[src/sv/assert_macros.svh]
// ----------------------------------------------------------------------------
// Assertion macros
// Shared concurrent assertion helpers for the UTF-8 to UTF-16 transcoder.
// ----------------------------------------------------------------------------
`ifndef ASSERT_MACROS_SVH
`define ASSERT_MACROS_SVH

// The expression holds at every clock edge outside reset.
`define ASSERT_ALWAYS(lbl, clk, rst_n, expr) \
    lbl: assert property (@(posedge clk) disable iff (!(rst_n)) (expr)) \
        else $error("assertion failed");

// The consequent holds in the same cycle as the antecedent.
`define ASSERT_IMPL(lbl, clk, rst_n, ante, cons) \
    lbl: assert property (@(posedge clk) disable iff (!(rst_n)) (ante) |-> (cons)) \
        else $error("assertion failed");

// The consequent holds in the cycle after the antecedent.
`define ASSERT_NEXT(lbl, clk, rst_n, ante, cons) \
    lbl: assert property (@(posedge clk) disable iff (!(rst_n)) (ante) |=> (cons)) \
        else $error("assertion failed");

`endif

[src/sv/u8u16_pkg.sv]
// ----------------------------------------------------------------------------
// UTF-8 to UTF-16 transcoder package
// Result types, result kinds and the byte thresholds of the UTF-8 decoder.
// ----------------------------------------------------------------------------
package u8u16_pkg;

    localparam int COUNT_WIDTH_DEFAULT = 16;
    localparam logic [15:0] CAPACITY_RESET = 16'd256;

    // Lead byte ranges.
    localparam logic [7:0] LEAD_MIN   = 8'hC2;
    localparam logic [7:0] LEAD3_MIN  = 8'hE0;
    localparam logic [7:0] LEAD4_MIN  = 8'hF0;
    localparam logic [7:0] LEAD_F4    = 8'hF4;
    localparam logic [7:0] LEAD_LIMIT = 8'hF5;

    // Second byte limits after E0, F0 and F4.
    localparam logic [7:0] E0_SECOND_MIN = 8'hA0;
    localparam logic [7:0] F0_SECOND_MIN = 8'h90;

    // Surrogate pair construction.
    localparam logic [15:0] HIGH_SURR_OFFSET = 16'hD7C0;
    localparam logic [15:0] LOW_SURR_BASE    = 16'hDC00;

    typedef enum logic [1:0] {
        KIND_UNIT  = 2'd0,
        KIND_DONE  = 2'd1,
        KIND_ERROR = 2'd2
    } kind_t;

    typedef struct packed {
        kind_t       kind;
        logic [15:0] code_unit;
        logic        written;
        logic [15:0] unit_count;
        logic        last;
    } result_t;

    // Results produced by one accepted byte: zero, one or two.
    typedef struct packed {
        logic [1:0] n_res;
        result_t    res0;
        result_t    res1;
    } dec_out_t;

endpackage

[src/sv/utf8_to_utf16_stream.sv]
// Each accepted byte's results are written into the result queue, which offers them on the m_ side.
// Throughput: one byte per cycle while the queue has room; a surrogate pair leaves as two beats.
// The input stalls only when the result queue cannot hold two more beats.
// Reset (aresetn low, synchronous) clears the decode state, the unit count and the queue,
// and sets the capacity register to 256 units. No clearing pass is needed.
// ----------------------------------------------------------------------------
// UTF-8 to UTF-16 stream transcoder
// Decodes a NUL-terminated UTF-8 byte stream into UTF-16 code units with
// validation, capacity marking and a done or error beat that ends each string.
// ----------------------------------------------------------------------------
module utf8_to_utf16_stream #(
    parameter int COUNT_WIDTH = u8u16_pkg::COUNT_WIDTH_DEFAULT
) (
    input  logic        aclk,
    input  logic        aresetn,

    // Capacity register write port.
    input  logic        cfg_we,
    input  logic [15:0] cfg_wdata,     // capacity_units

    // Input byte stream.
    input  logic        s_tvalid,
    output logic        s_tready,
    input  logic [7:0]  s_tdata,       // [7:0] in_byte

    // Result stream.
    output logic        m_tvalid,
    input  logic        m_tready,
    output logic [39:0] m_tdata,       // [15:0] code_unit, [16] written,
                                       // [32:17] unit_count, [39:33] zero
    output logic [1:0]  m_tuser,       // [1:0] kind
    output logic        m_tlast        // last result of its input byte
);

    logic                 accept;
    logic                 room;
    logic [15:0]          capacity_reg;
    u8u16_pkg::dec_out_t  dec_out;
    u8u16_pkg::result_t   m_res;

    // The capacity register is to be written only while the stream is idle; the block does not enforce this.
    always_ff @(posedge aclk) begin
        if (!aresetn) begin
            capacity_reg <= u8u16_pkg::CAPACITY_RESET;
        end else if (cfg_we) begin
            capacity_reg <= cfg_wdata;
        end
    end

    // A byte is taken whenever the queue has space for the two beats a
    // four-byte sequence can produce; the queue drains independently.
    assign s_tready = room;
    assign accept   = s_tvalid && s_tready;

    // Decode state lives in the decoder; results go straight to the queue.
    u8u16_decode #(
        .COUNT_WIDTH (COUNT_WIDTH)
    ) u_decode (
        .aclk     (aclk),
        .aresetn  (aresetn),
        .accept   (accept),
        .in_byte  (s_tdata),
        .capacity (capacity_reg),
        .dec_out  (dec_out)
    );

    u8u16_outq u_outq (
        .aclk     (aclk),
        .aresetn  (aresetn),
        .push     (accept),
        .dec_out  (dec_out),
        .room     (room),
        .m_valid  (m_tvalid),
        .m_ready  (m_tready),
        .m_res    (m_res)
    );

    // Pack the result beat.
    assign m_tdata = {7'd0, m_res.unit_count, m_res.written, m_res.code_unit};
    assign m_tuser = m_res.kind;
    assign m_tlast = m_res.last;

endmodule

[src/sv/u8u16_decode.sv]
// ----------------------------------------------------------------------------
// UTF-8 decoder
// Holds the per-string decode state and turns each byte into its results.
// ----------------------------------------------------------------------------
`include "assert_macros.svh"

module u8u16_decode #(
    parameter int COUNT_WIDTH = u8u16_pkg::COUNT_WIDTH_DEFAULT
) (
    input  logic                 aclk,
    input  logic                 aresetn,
    input  logic                 accept,
    input  logic [7:0]           in_byte,
    input  logic [15:0]          capacity,
    output u8u16_pkg::dec_out_t  dec_out
);

    localparam int CMPW = ((COUNT_WIDTH > 16) ? COUNT_WIDTH : 16) + 1;
    localparam logic [COUNT_WIDTH-1:0] COUNT_MAX = '1;

    typedef enum logic [1:0] {
        LC_NONE = 2'd0,
        LC_E0   = 2'd1,
        LC_F0   = 2'd2,
        LC_F4   = 2'd3
    } lead_check_t;

    logic [20:0]            code_accum_reg, code_accum_next;
    logic [1:0]             bytes_left_reg, bytes_left_next;
    lead_check_t            lead_check_reg, lead_check_next;
    logic                   second_pending_reg, second_pending_next;
    logic [COUNT_WIDTH-1:0] units_reg, units_next;

    logic                   do_emit;
    logic                   do_error;
    logic                   do_done;
    logic [20:0]            emit_cp;
    logic [20:0]            accum_shift;
    logic [1:0]             left_dec;
    logic                   is_pair;
    logic [COUNT_WIDTH-1:0] count1;
    logic [COUNT_WIDTH-1:0] count2;
    logic [CMPW-1:0]        count1_ext;
    logic [CMPW-1:0]        count2_ext;
    logic [CMPW-1:0]        units_ext;
    logic [CMPW-1:0]        need_ext;
    logic                   fits;
    logic                   bad_second;

    assign accum_shift = {code_accum_reg[14:0], in_byte[5:0]};
    assign left_dec    = bytes_left_reg - 2'd1;

    assign bad_second = second_pending_reg &&
        ((lead_check_reg == LC_E0 && in_byte < u8u16_pkg::E0_SECOND_MIN) ||
         (lead_check_reg == LC_F0 && in_byte < u8u16_pkg::F0_SECOND_MIN) ||
         (lead_check_reg == LC_F4 && in_byte >= u8u16_pkg::F0_SECOND_MIN));

    // Byte classification and next decode state.
    always_comb begin
        code_accum_next     = code_accum_reg;
        bytes_left_next     = bytes_left_reg;
        lead_check_next     = lead_check_reg;
        second_pending_next = second_pending_reg;
        do_emit  = 1'b0;
        do_error = 1'b0;
        do_done  = 1'b0;
        emit_cp  = '0;
        if (bytes_left_reg == 2'd0) begin
            if (in_byte == 8'd0) begin
                do_done = 1'b1;
            end else if (!in_byte[7]) begin
                do_emit = 1'b1;
                emit_cp = {13'd0, in_byte};
            end else if (in_byte < u8u16_pkg::LEAD_MIN ||
                         in_byte >= u8u16_pkg::LEAD_LIMIT) begin
                do_error = 1'b1;
            end else begin
                second_pending_next = 1'b1;
                if (in_byte < u8u16_pkg::LEAD3_MIN) begin
                    code_accum_next = {16'd0, in_byte[4:0]};
                    bytes_left_next = 2'd1;
                    lead_check_next = LC_NONE;
                end else if (in_byte < u8u16_pkg::LEAD4_MIN) begin
                    code_accum_next = {17'd0, in_byte[3:0]};
                    bytes_left_next = 2'd2;
                    lead_check_next = (in_byte == u8u16_pkg::LEAD3_MIN) ? LC_E0 : LC_NONE;
                end else begin
                    code_accum_next = {18'd0, in_byte[2:0]};
                    bytes_left_next = 2'd3;
                    if (in_byte == u8u16_pkg::LEAD4_MIN) begin
                        lead_check_next = LC_F0;
                    end else if (in_byte == u8u16_pkg::LEAD_F4) begin
                        lead_check_next = LC_F4;
                    end else begin
                        lead_check_next = LC_NONE;
                    end
                end
            end
        end else begin
            if (in_byte[7:6] != 2'b10 || bad_second) begin
                do_error = 1'b1;
            end else begin
                second_pending_next = 1'b0;
                lead_check_next     = LC_NONE;
                bytes_left_next     = left_dec;
                if (left_dec == 2'd0) begin
                    code_accum_next = '0;
                    do_emit = 1'b1;
                    emit_cp = accum_shift;
                end else begin
                    code_accum_next = accum_shift;
                end
            end
        end
        if (do_error || do_done) begin
            code_accum_next     = '0;
            bytes_left_next     = 2'd0;
            lead_check_next     = LC_NONE;
            second_pending_next = 1'b0;
        end
    end

    // Unit counting with saturation and the capacity check.
    assign is_pair    = (emit_cp[20:16] != 5'd0);
    assign count1     = (units_reg == COUNT_MAX) ? COUNT_MAX : units_reg + 1'b1;
    assign count2     = (count1 == COUNT_MAX) ? COUNT_MAX : count1 + 1'b1;
    assign count1_ext = CMPW'(count1);
    assign count2_ext = CMPW'(count2);
    assign units_ext  = CMPW'(units_reg);
    assign need_ext   = units_ext + (is_pair ? CMPW'(2) : CMPW'(1));
    assign fits       = (need_ext <= CMPW'(capacity));

    always_comb begin
        units_next      = units_reg;
        dec_out         = '0;
        dec_out.res0.kind = u8u16_pkg::KIND_UNIT;
        dec_out.res1.kind = u8u16_pkg::KIND_UNIT;
        if (do_done) begin
            units_next = '0;
            dec_out.n_res           = 2'd1;
            dec_out.res0.kind       = u8u16_pkg::KIND_DONE;
            dec_out.res0.unit_count = units_ext[15:0];
            dec_out.res0.last       = 1'b1;
        end else if (do_error) begin
            units_next = '0;
            dec_out.n_res     = 2'd1;
            dec_out.res0.kind = u8u16_pkg::KIND_ERROR;
            dec_out.res0.last = 1'b1;
        end else if (do_emit && !is_pair) begin
            units_next = count1;
            dec_out.n_res           = 2'd1;
            dec_out.res0.code_unit  = emit_cp[15:0];
            dec_out.res0.written    = fits;
            dec_out.res0.unit_count = count1_ext[15:0];
            dec_out.res0.last       = 1'b1;
        end else if (do_emit) begin
            units_next = count2;
            dec_out.n_res           = 2'd2;
            dec_out.res0.code_unit  = {5'd0, emit_cp[20:10]} + u8u16_pkg::HIGH_SURR_OFFSET;
            dec_out.res0.written    = fits;
            dec_out.res0.unit_count = count1_ext[15:0];
            dec_out.res1.code_unit  = {6'd0, emit_cp[9:0]} + u8u16_pkg::LOW_SURR_BASE;
            dec_out.res1.written    = fits;
            dec_out.res1.unit_count = count2_ext[15:0];
            dec_out.res1.last       = 1'b1;
        end
    end

    always_ff @(posedge aclk) begin
        if (!aresetn) begin
            code_accum_reg     <= '0;
            bytes_left_reg     <= 2'd0;
            lead_check_reg     <= LC_NONE;
            second_pending_reg <= 1'b0;
            units_reg          <= '0;
        end else if (accept) begin
            code_accum_reg     <= code_accum_next;
            bytes_left_reg     <= bytes_left_next;
            lead_check_reg     <= lead_check_next;
            second_pending_reg <= second_pending_next;
            units_reg          <= units_next;
        end
    end

    `ASSERT_IMPL(a_pending_in_seq, aclk, aresetn, bytes_left_reg == 2'd0, !second_pending_reg)
    `ASSERT_NEXT(a_clear_after_end, aclk, aresetn,
                 accept && (do_done || do_error),
                 bytes_left_reg == 2'd0 && units_reg == '0)
    `ASSERT_IMPL(a_pair_last, aclk, aresetn, dec_out.n_res == 2'd2,
                 dec_out.res1.last && !dec_out.res0.last)

endmodule

[src/sv/u8u16_outq.sv]
// ----------------------------------------------------------------------------
// Result queue
// Four-entry register queue that takes up to two results a cycle.
// ----------------------------------------------------------------------------
`include "assert_macros.svh"

module u8u16_outq (
    input  logic                 aclk,
    input  logic                 aresetn,
    input  logic                 push,
    input  u8u16_pkg::dec_out_t  dec_out,
    output logic                 room,
    output logic                 m_valid,
    input  logic                 m_ready,
    output u8u16_pkg::result_t   m_res
);

    localparam int DEPTH = 4;
    localparam int AW    = $clog2(DEPTH);

    u8u16_pkg::result_t mem_reg [DEPTH];
    logic [AW-1:0]      wr_ptr_reg;
    logic [AW-1:0]      rd_ptr_reg;
    logic [AW:0]        count_reg;
    logic [1:0]         push_n;
    logic               pop;
    logic [AW-1:0]      wr_ptr_1;

    assign push_n   = push ? dec_out.n_res : 2'd0;
    assign pop      = m_valid && m_ready;
    assign wr_ptr_1 = wr_ptr_reg + 1'b1;
    assign m_valid  = (count_reg != '0);
    assign m_res    = mem_reg[rd_ptr_reg];
    // Room for the largest burst a byte can cause.
    assign room     = (count_reg <= (AW+1)'(DEPTH - 2));

    always_ff @(posedge aclk) begin
        if (push_n != 2'd0) begin
            mem_reg[wr_ptr_reg] <= dec_out.res0;
        end
        if (push_n == 2'd2) begin
            mem_reg[wr_ptr_1] <= dec_out.res1;
        end
    end

    always_ff @(posedge aclk) begin
        if (!aresetn) begin
            wr_ptr_reg <= '0;
            rd_ptr_reg <= '0;
            count_reg  <= '0;
        end else begin
            wr_ptr_reg <= wr_ptr_reg + AW'(push_n);
            rd_ptr_reg <= rd_ptr_reg + AW'(pop);
            count_reg  <= count_reg + (AW+1)'(push_n) - (AW+1)'(pop);
        end
    end

    `ASSERT_ALWAYS(a_no_overflow, aclk, aresetn, count_reg <= (AW+1)'(DEPTH))
    `ASSERT_ALWAYS(a_push_range, aclk, aresetn, push_n != 2'd3)
    `ASSERT_NEXT(a_pop_only, aclk, aresetn, pop && push_n == 2'd0,
                 count_reg == $past(count_reg) - 1'b1)

endmodule

[config.mk]
export PLATFORM = sky130hd
export DESIGN_NAME = utf8_to_utf16_stream
export DESIGN_NICKNAME = d
export VERILOG_FILES = /design/src/sv/u8u16_pkg.sv /design/src/sv/utf8_to_utf16_stream.sv /design/src/sv/u8u16_decode.sv /design/src/sv/u8u16_outq.sv
export VERILOG_INCLUDE_DIRS = /design/src /design/src/sv
export SDC_FILE = /design/constraint.sdc
export NUM_CORES = 1
export LEC_CHECK = 0
export BUFFER_PORTS_ARGS = -buffer_cell sky130_fd_sc_hd__buf_2
export CELL_PAD_IN_SITES_DETAIL_PLACEMENT = 1
export CELL_PAD_IN_SITES_GLOBAL_PLACEMENT = 1
export CORE_MARGIN = 2
export CORE_UTILIZATION = 40
export DETAILED_ROUTE_END_ITERATION = 7
export PLACE_DENSITY = 0.72
export SLEW_MARGIN = 20
export SYNTH_ARGS = -nofsm -noshare
export SYNTH_HDL_FRONTEND = slang
export SYNTH_SLANG_ARGS = --single-unit
export TNS_END_PERCENT = 10
[constraint.sdc]
create_clock -name aclk -period 8.2 [get_ports aclk]
set_clock_uncertainty 0.2 [all_clocks]
set_input_delay 1.23 -clock aclk [delete_from_list [all_inputs] [get_ports aclk]]
set_output_delay 1.23 -clock aclk [all_outputs]
set_load 0.05 [all_outputs]
**Yosys cells after proc, flatten, opt, wreduce, memory -nomap -nowiden**

Memory sizes are Yosys's and may differ from the RTL's. A register that Yosys moved wholly into a read port is not among the register bits.
Cells that the tools add are included.

- Memories: 1
- Memory bits (writable): 144
- Logic and storage cells: 146
- Output and inout bits: 45
- Bits in registers: 59

Memories:

| memory | depth | bits a word | read ports | clocked after Yosys merged registers in | write ports | RTL line | text |
|---|---|---|---|---|---|---|---|
| u_outq.mem_reg | 4 | 36 | 1 | 1 | 2 | u8u16_outq.sv:21 | `u8u16_pkg::result_t mem_reg [DEPTH];` |

- Reductions and logical operators: 22
- $add $sub $neg: 11
- Order comparisons: 9
- Multiplexer cells: 80
- Eq/ne operators: 14

Operators by type and width:

| kind | number |
|---|---|
| 34-bit 2-to-1 mux | 4 |
| 15-bit 2-to-1 mux | 7 |
| 33-bit 2-to-1 mux | 3 |
| 16-bit 2-to-1 mux | 6 |
| 21-bit 2-to-1 mux | 4 |
| 2-bit 2-to-1 mux | 24 |
| 8-bit less-than comparator (second input constant) | 5 |
| 17-bit 2-to-1 mux | 2 |
| 16-bit by 1-bit adder with 16-bit output (second input constant) | 2 |
| 16-bit == test (second input constant) | 2 |
| 1-bit 2-to-1 mux | 26 |
| 8-bit == test (second input constant) | 3 |
| 16-bit by 17-bit adder with 17-bit output | 1 |
| 17-bit by 16-bit less-or-equal comparator with 1-bit output | 1 |
| 11-bit by 15-bit adder with 16-bit output (second input constant) | 1 |
| 12-bit by 15-bit adder with 16-bit output (second input constant) | 1 |
| 8-bit >= comparator (second input constant) | 2 |
| 3-bit != test (second input constant) | 3 |
| 8-bit zero test | 1 |
| 4-bit 2-to-1 mux | 2 |
| 1-bit logical AND | 7 |
| 7-bit 2-to-1 mux | 1 |
| 2-bit == test (second input constant) | 3 |
| 1-bit logical OR | 5 |
| other kinds (19) | 20 |

**Logic depth before layout (Yosys ltp)**

- Depth in word-level cells: 18
- Depth in mapped cells: 25
- Gate-level depth less buffers: 22

**By module**

Synthesis repeated with hierarchy kept, for this count alone.

- Cells, all modules: 1035
- Area total of the unflattened synthesis: 12305.6 µm²

By module, submodules not included:

| module | times used | area each (µm²) | seq. area each (µm²) | cells an instance |
|---|---|---|---|---|
| u8u16_outq | 1 | 7463.4 | 4464.3 | 401 |
| u8u16_decode | 1 | 4166.5 | 720.7 | 574 |
| utf8_to_utf16_stream | 1 | 675.6 | 320.3 | 60 |

**Worst setup path after synthesis**

OpenSTA, ideal clock, no wires.

- Path kind: input to register
- From: input port s_tdata[5]
- To: memory u_outq.mem_reg[0][17] in the netlist's numbering (data pin)
- Setup slack: 2.266 ns
- Path buffers: 3
- Stages: 23
- Arrival time: 5.587 ns
- Setup time: 0.147 ns
- Data required time: 7.853 ns
- Cell sequence: buf_2 o211a_1 o31a_1 nor3_2 clkbuf_1 nand2_1 ha_1 clkbuf_1 o41ai_4 inv_1 ha_1 fa_1 nand3_1 nor3_1 xor2_1 ha_1 a21oi_1 nor2b_1 o21ai_0 nand2_1 o311ai_0 o21ai_0 a21oi_1

RTL lines:

| element | RTL line | text |
|---|---|---|
| start, declared | utf8_to_utf16_stream.sv:24 | `input logic [7:0] s_tdata,` |
| end, declared | u8u16_outq.sv:21 |  |

==> results.sh <==
export IMPL_status="complete, no violations"
export IMPL_cp_endpoint="u_outq.mem_reg[1][17]$_DFFE_PP_"
export IMPL_start_kind="input port"
export IMPL_maxSlewViolCount=0
export IMPL_end_kind="register"
export IMPL_initial_utilization_pct=40.49
export IMPL_fmax_mhz=165.2
export IMPL_holdWs_ns=0.2746
export IMPL_largest_register_ffs=144
export IMPL_htree_levels=1
export IMPL_async_flop_share_pct=0
export IMPL_final_common_cell="edfxtp_1"
export IMPL_synth_edff_count=132
export IMPL_antenna_found_initial=1
export IMPL_drt_drc_violations_left=0
export IMPL_power_density_nw_per_um2=263.0
export IMPL_ff2ff_setup_slack_ns=2.67
export IMPL_setup_viol=0
export IMPL_grt_max_degree=42
export IMPL_ctsHoldBuffers=0
export IMPL_r2r_end="u_outq.mem_reg[1][17]$_DFFE_PP_"
export IMPL_netlist_instances=1057
export IMPL_synth_seq_area_share_pct=48.14
export IMPL_gp_congestion=0.8725
export IMPL_reg2reg_from="u_decode.lead_check_reg[1]$_SDFFE_PN0P_"
export IMPL_io_buffer_count=66
export IMPL_clk_pin_slew_worst_paths_ns=0.06
export IMPL_die_h_um=171.2
export IMPL_num_io_pins=74
export IMPL_syn_cell_area_um2=11190
export IMPL_ctsResizeCount=0
export IMPL_yosysTopAreaCell="edfxtp_1"
export IMPL_drive_gt1_share_pct=16.85
export IMPL_cts_tree="done"
export IMPL_grt_pass1_wl_mm=53.75
export IMPL_synth_avg_cell_area_um2=10.58
export IMPL_mostFrequentLayoutCells="edfxtp_1 (132), o22ai_1 (98), nor2_1 (76)"
export IMPL_vias_per_cell=6.184
export IMPL_synth_area_top_cells="edfxtp_1 (35%), dfxtp_1 (13%), mux4_2 (7.2%)"
export IMPL_hp_class="register to register"
export IMPL_placementRows=61
export IMPL_critPathMaxFanout=18
export IMPL_num_vias=9091
export IMPL_cts_sinks=203
export IMPL_cp_arrival_ns=6.24
export IMPL_synth_ff_latch_count=203
export IMPL_drv_cap=0
export IMPL_syn2layout_area_growth_pct=11.90
export IMPL_yosysWarningCount=0
export IMPL_worstPathRequired_ns=8.39
export IMPL_clockBufferDepth=3
export IMPL_synth_distinct_cells=78
export IMPL_routed_wirelength_mm=34.85
export IMPL_postCtsSetupRepairBufs=0
export IMPL_period_share_pct=73.80
export IMPL_worst_pin_slew_ns=1.154
export IMPL_crit_start="s_tdata[5]"
export IMPL_ctsRootBufferMaster="clkbuf_16"
export IMPL_ant_nets=0
export IMPL_ff2ff_path_depth=22
export IMPL_rsz0062_at_grt="no"
export IMPL_grt_ovfl_total=0
export IMPL_grt_pass1_vias=9124
export IMPL_synth_top_cell_area_share_pct=35.43
export IMPL_coreArea_um2=27630
export IMPL_fin_nets=1132
export IMPL_grt_usage_pct=23.76
export IMPL_ys_flop_type="edfxtp_1"
export IMPL_dr_pass1_iters=7
export IMPL_routedWlPerCell_um=23.71
export IMPL_num_antenna_cells=0
export IMPL_p_leak_uw=0.004291
export IMPL_slew_headroom_pct=22.12
export IMPL_clkLatencyLatePin_ns=0.54
export IMPL_die_x_um=171.2
export IMPL_worstSetupPathType="input port to register"
export IMPL_numCtsBuffers=23
export IMPL_vdd_drop_max_uv=176.2
export IMPL_hold_viol_final=0
export IMPL_dp_hpwl_mm=22.31
export IMPL_period_needed_ns=6.052
export IMPL_setup_tns_ns=0
export IMPL_die_area_um2=29320
export IMPL_drtIter0Drc=799
## cell usage after synthesis, drive strengths merged (11+ instances only)
cell    number
xnor2       11
ha          26
nor2        76
a22oi       30
edfxtp     132
nand4       19
mux4        36
nor3        20
xor2        18
mux2i       19
or3         14
inv         32
dfxtp       71
and2        13
buf         34
a21oi       44
nand3       34
o22ai       98
nand2       56
a21o        12
clkbuf      62
o21ai       74
## power by group
part	switching, uW	leakage [uW]	internal (uW)
Combinational	669	0.00221	288
Clock	456	0.000365	626
Sequential	66.8	0.00171	1190
## kinds of logic (layout without fill, tap and decap cells)
kind of cell             count (synthesis)  after routing  synth area share (%)
AND/OR/NAND/NOR                        284            284                 13.20
multiplexers                            59             59                 9.350
other                                    1              7               0.03352
flip-flops                             203            203                 48.14
adder cells (fa/ha/maj)                 28             28                 3.266
XOR/XNOR                                29             29                 2.270
AO/OA/AOI/OAI                          325            325                 18.88
buffers and inverters                  128            157                 4.865
## layout make-up
class                           count  area, um^2
Inverter                           32       120.1
Multi-Input combinational cell    732        5289
Fill cell                        3055       15110
Sequential cell                   203        5390
Clock inverter                     16       191.4
Tap cell                          378       473.0
Timing Repair Buffer               83       457.9
Clock buffer                       26       596.8
## through the flow
step / power [uW] / cells / instance area, um^2 / utilization [%] / setup slack, ns
after floorplan: 1976 / 1063 / 11210 / - / 2.266
after global placement: 2223 / 1428 / 11730 / 42.45 / 1.907
after detailed placement: 2242 / 1428 / 11730 / 42.45 / 1.684
after CTS: 3321 / 1470 / 12520 / 45.30 / 2.223
after global routing: 3410 / 1470 / 12520 / 45.31 / 1.730
final: 3292 / 1470 / 12520 / 45.31 / 2.148
## layer usage
layer  vias up  global-route usage [%]  routed length (um)
li1       4129                       -                   -
met1      4573                   33.87               15600
met2       352                   38.36               16200
met3        37                   3.682                2480
met4         0                   5.195                 567
met5         -                       0                   0
## critical path, stage by stage
cell      delay (ns)
buf_2           0.17
nor4b_1         0.41
o31a_1          0.41
nor3_2          0.06
buf_4           0.20
nand2_1         0.11
ha_1            0.37
o41ai_4         0.22
inv_1           0.25
ha_1            0.24
a21o_1          0.12
nand2_1         0.11
nor3_1          0.34
nand3_1         0.19
nor2_1          0.19
xor2_1          0.18
ha_1            0.26
nor2b_1         0.13
o21ai_0         0.14
nand2_1         0.08
o311ai_0        0.35
o21ai_0         0.27
a21oi_1         0.19
## worst min-delay path by stage
stage                                       start                                 end  slack (ns)  depth (start not counted)
6_report       u_outq.mem_reg[1][34]$_SDFFE_PP0P_  u_outq.mem_reg[1][34]$_SDFFE_PP0P_        0.27                          2
5_1_grt        u_outq.mem_reg[0][34]$_SDFFE_PP0P_  u_outq.mem_reg[0][34]$_SDFFE_PP0P_        0.31                          2
4_1_cts        u_outq.mem_reg[1][34]$_SDFFE_PP0P_  u_outq.mem_reg[1][34]$_SDFFE_PP0P_        0.28                          2
3_5_place_dp   u_outq.mem_reg[1][34]$_SDFFE_PP0P_  u_outq.mem_reg[1][34]$_SDFFE_PP0P_        0.27                          2
3_3_place_gp   u_outq.mem_reg[0][35]$_SDFFE_PP0P_  u_outq.mem_reg[0][35]$_SDFFE_PP0P_        0.25                          2
2_1_floorplan  u_outq.mem_reg[2][31]$_SDFFE_PP0P_  u_outq.mem_reg[2][31]$_SDFFE_PP0P_        0.24                          2
(Power assumes the default switching activity.)
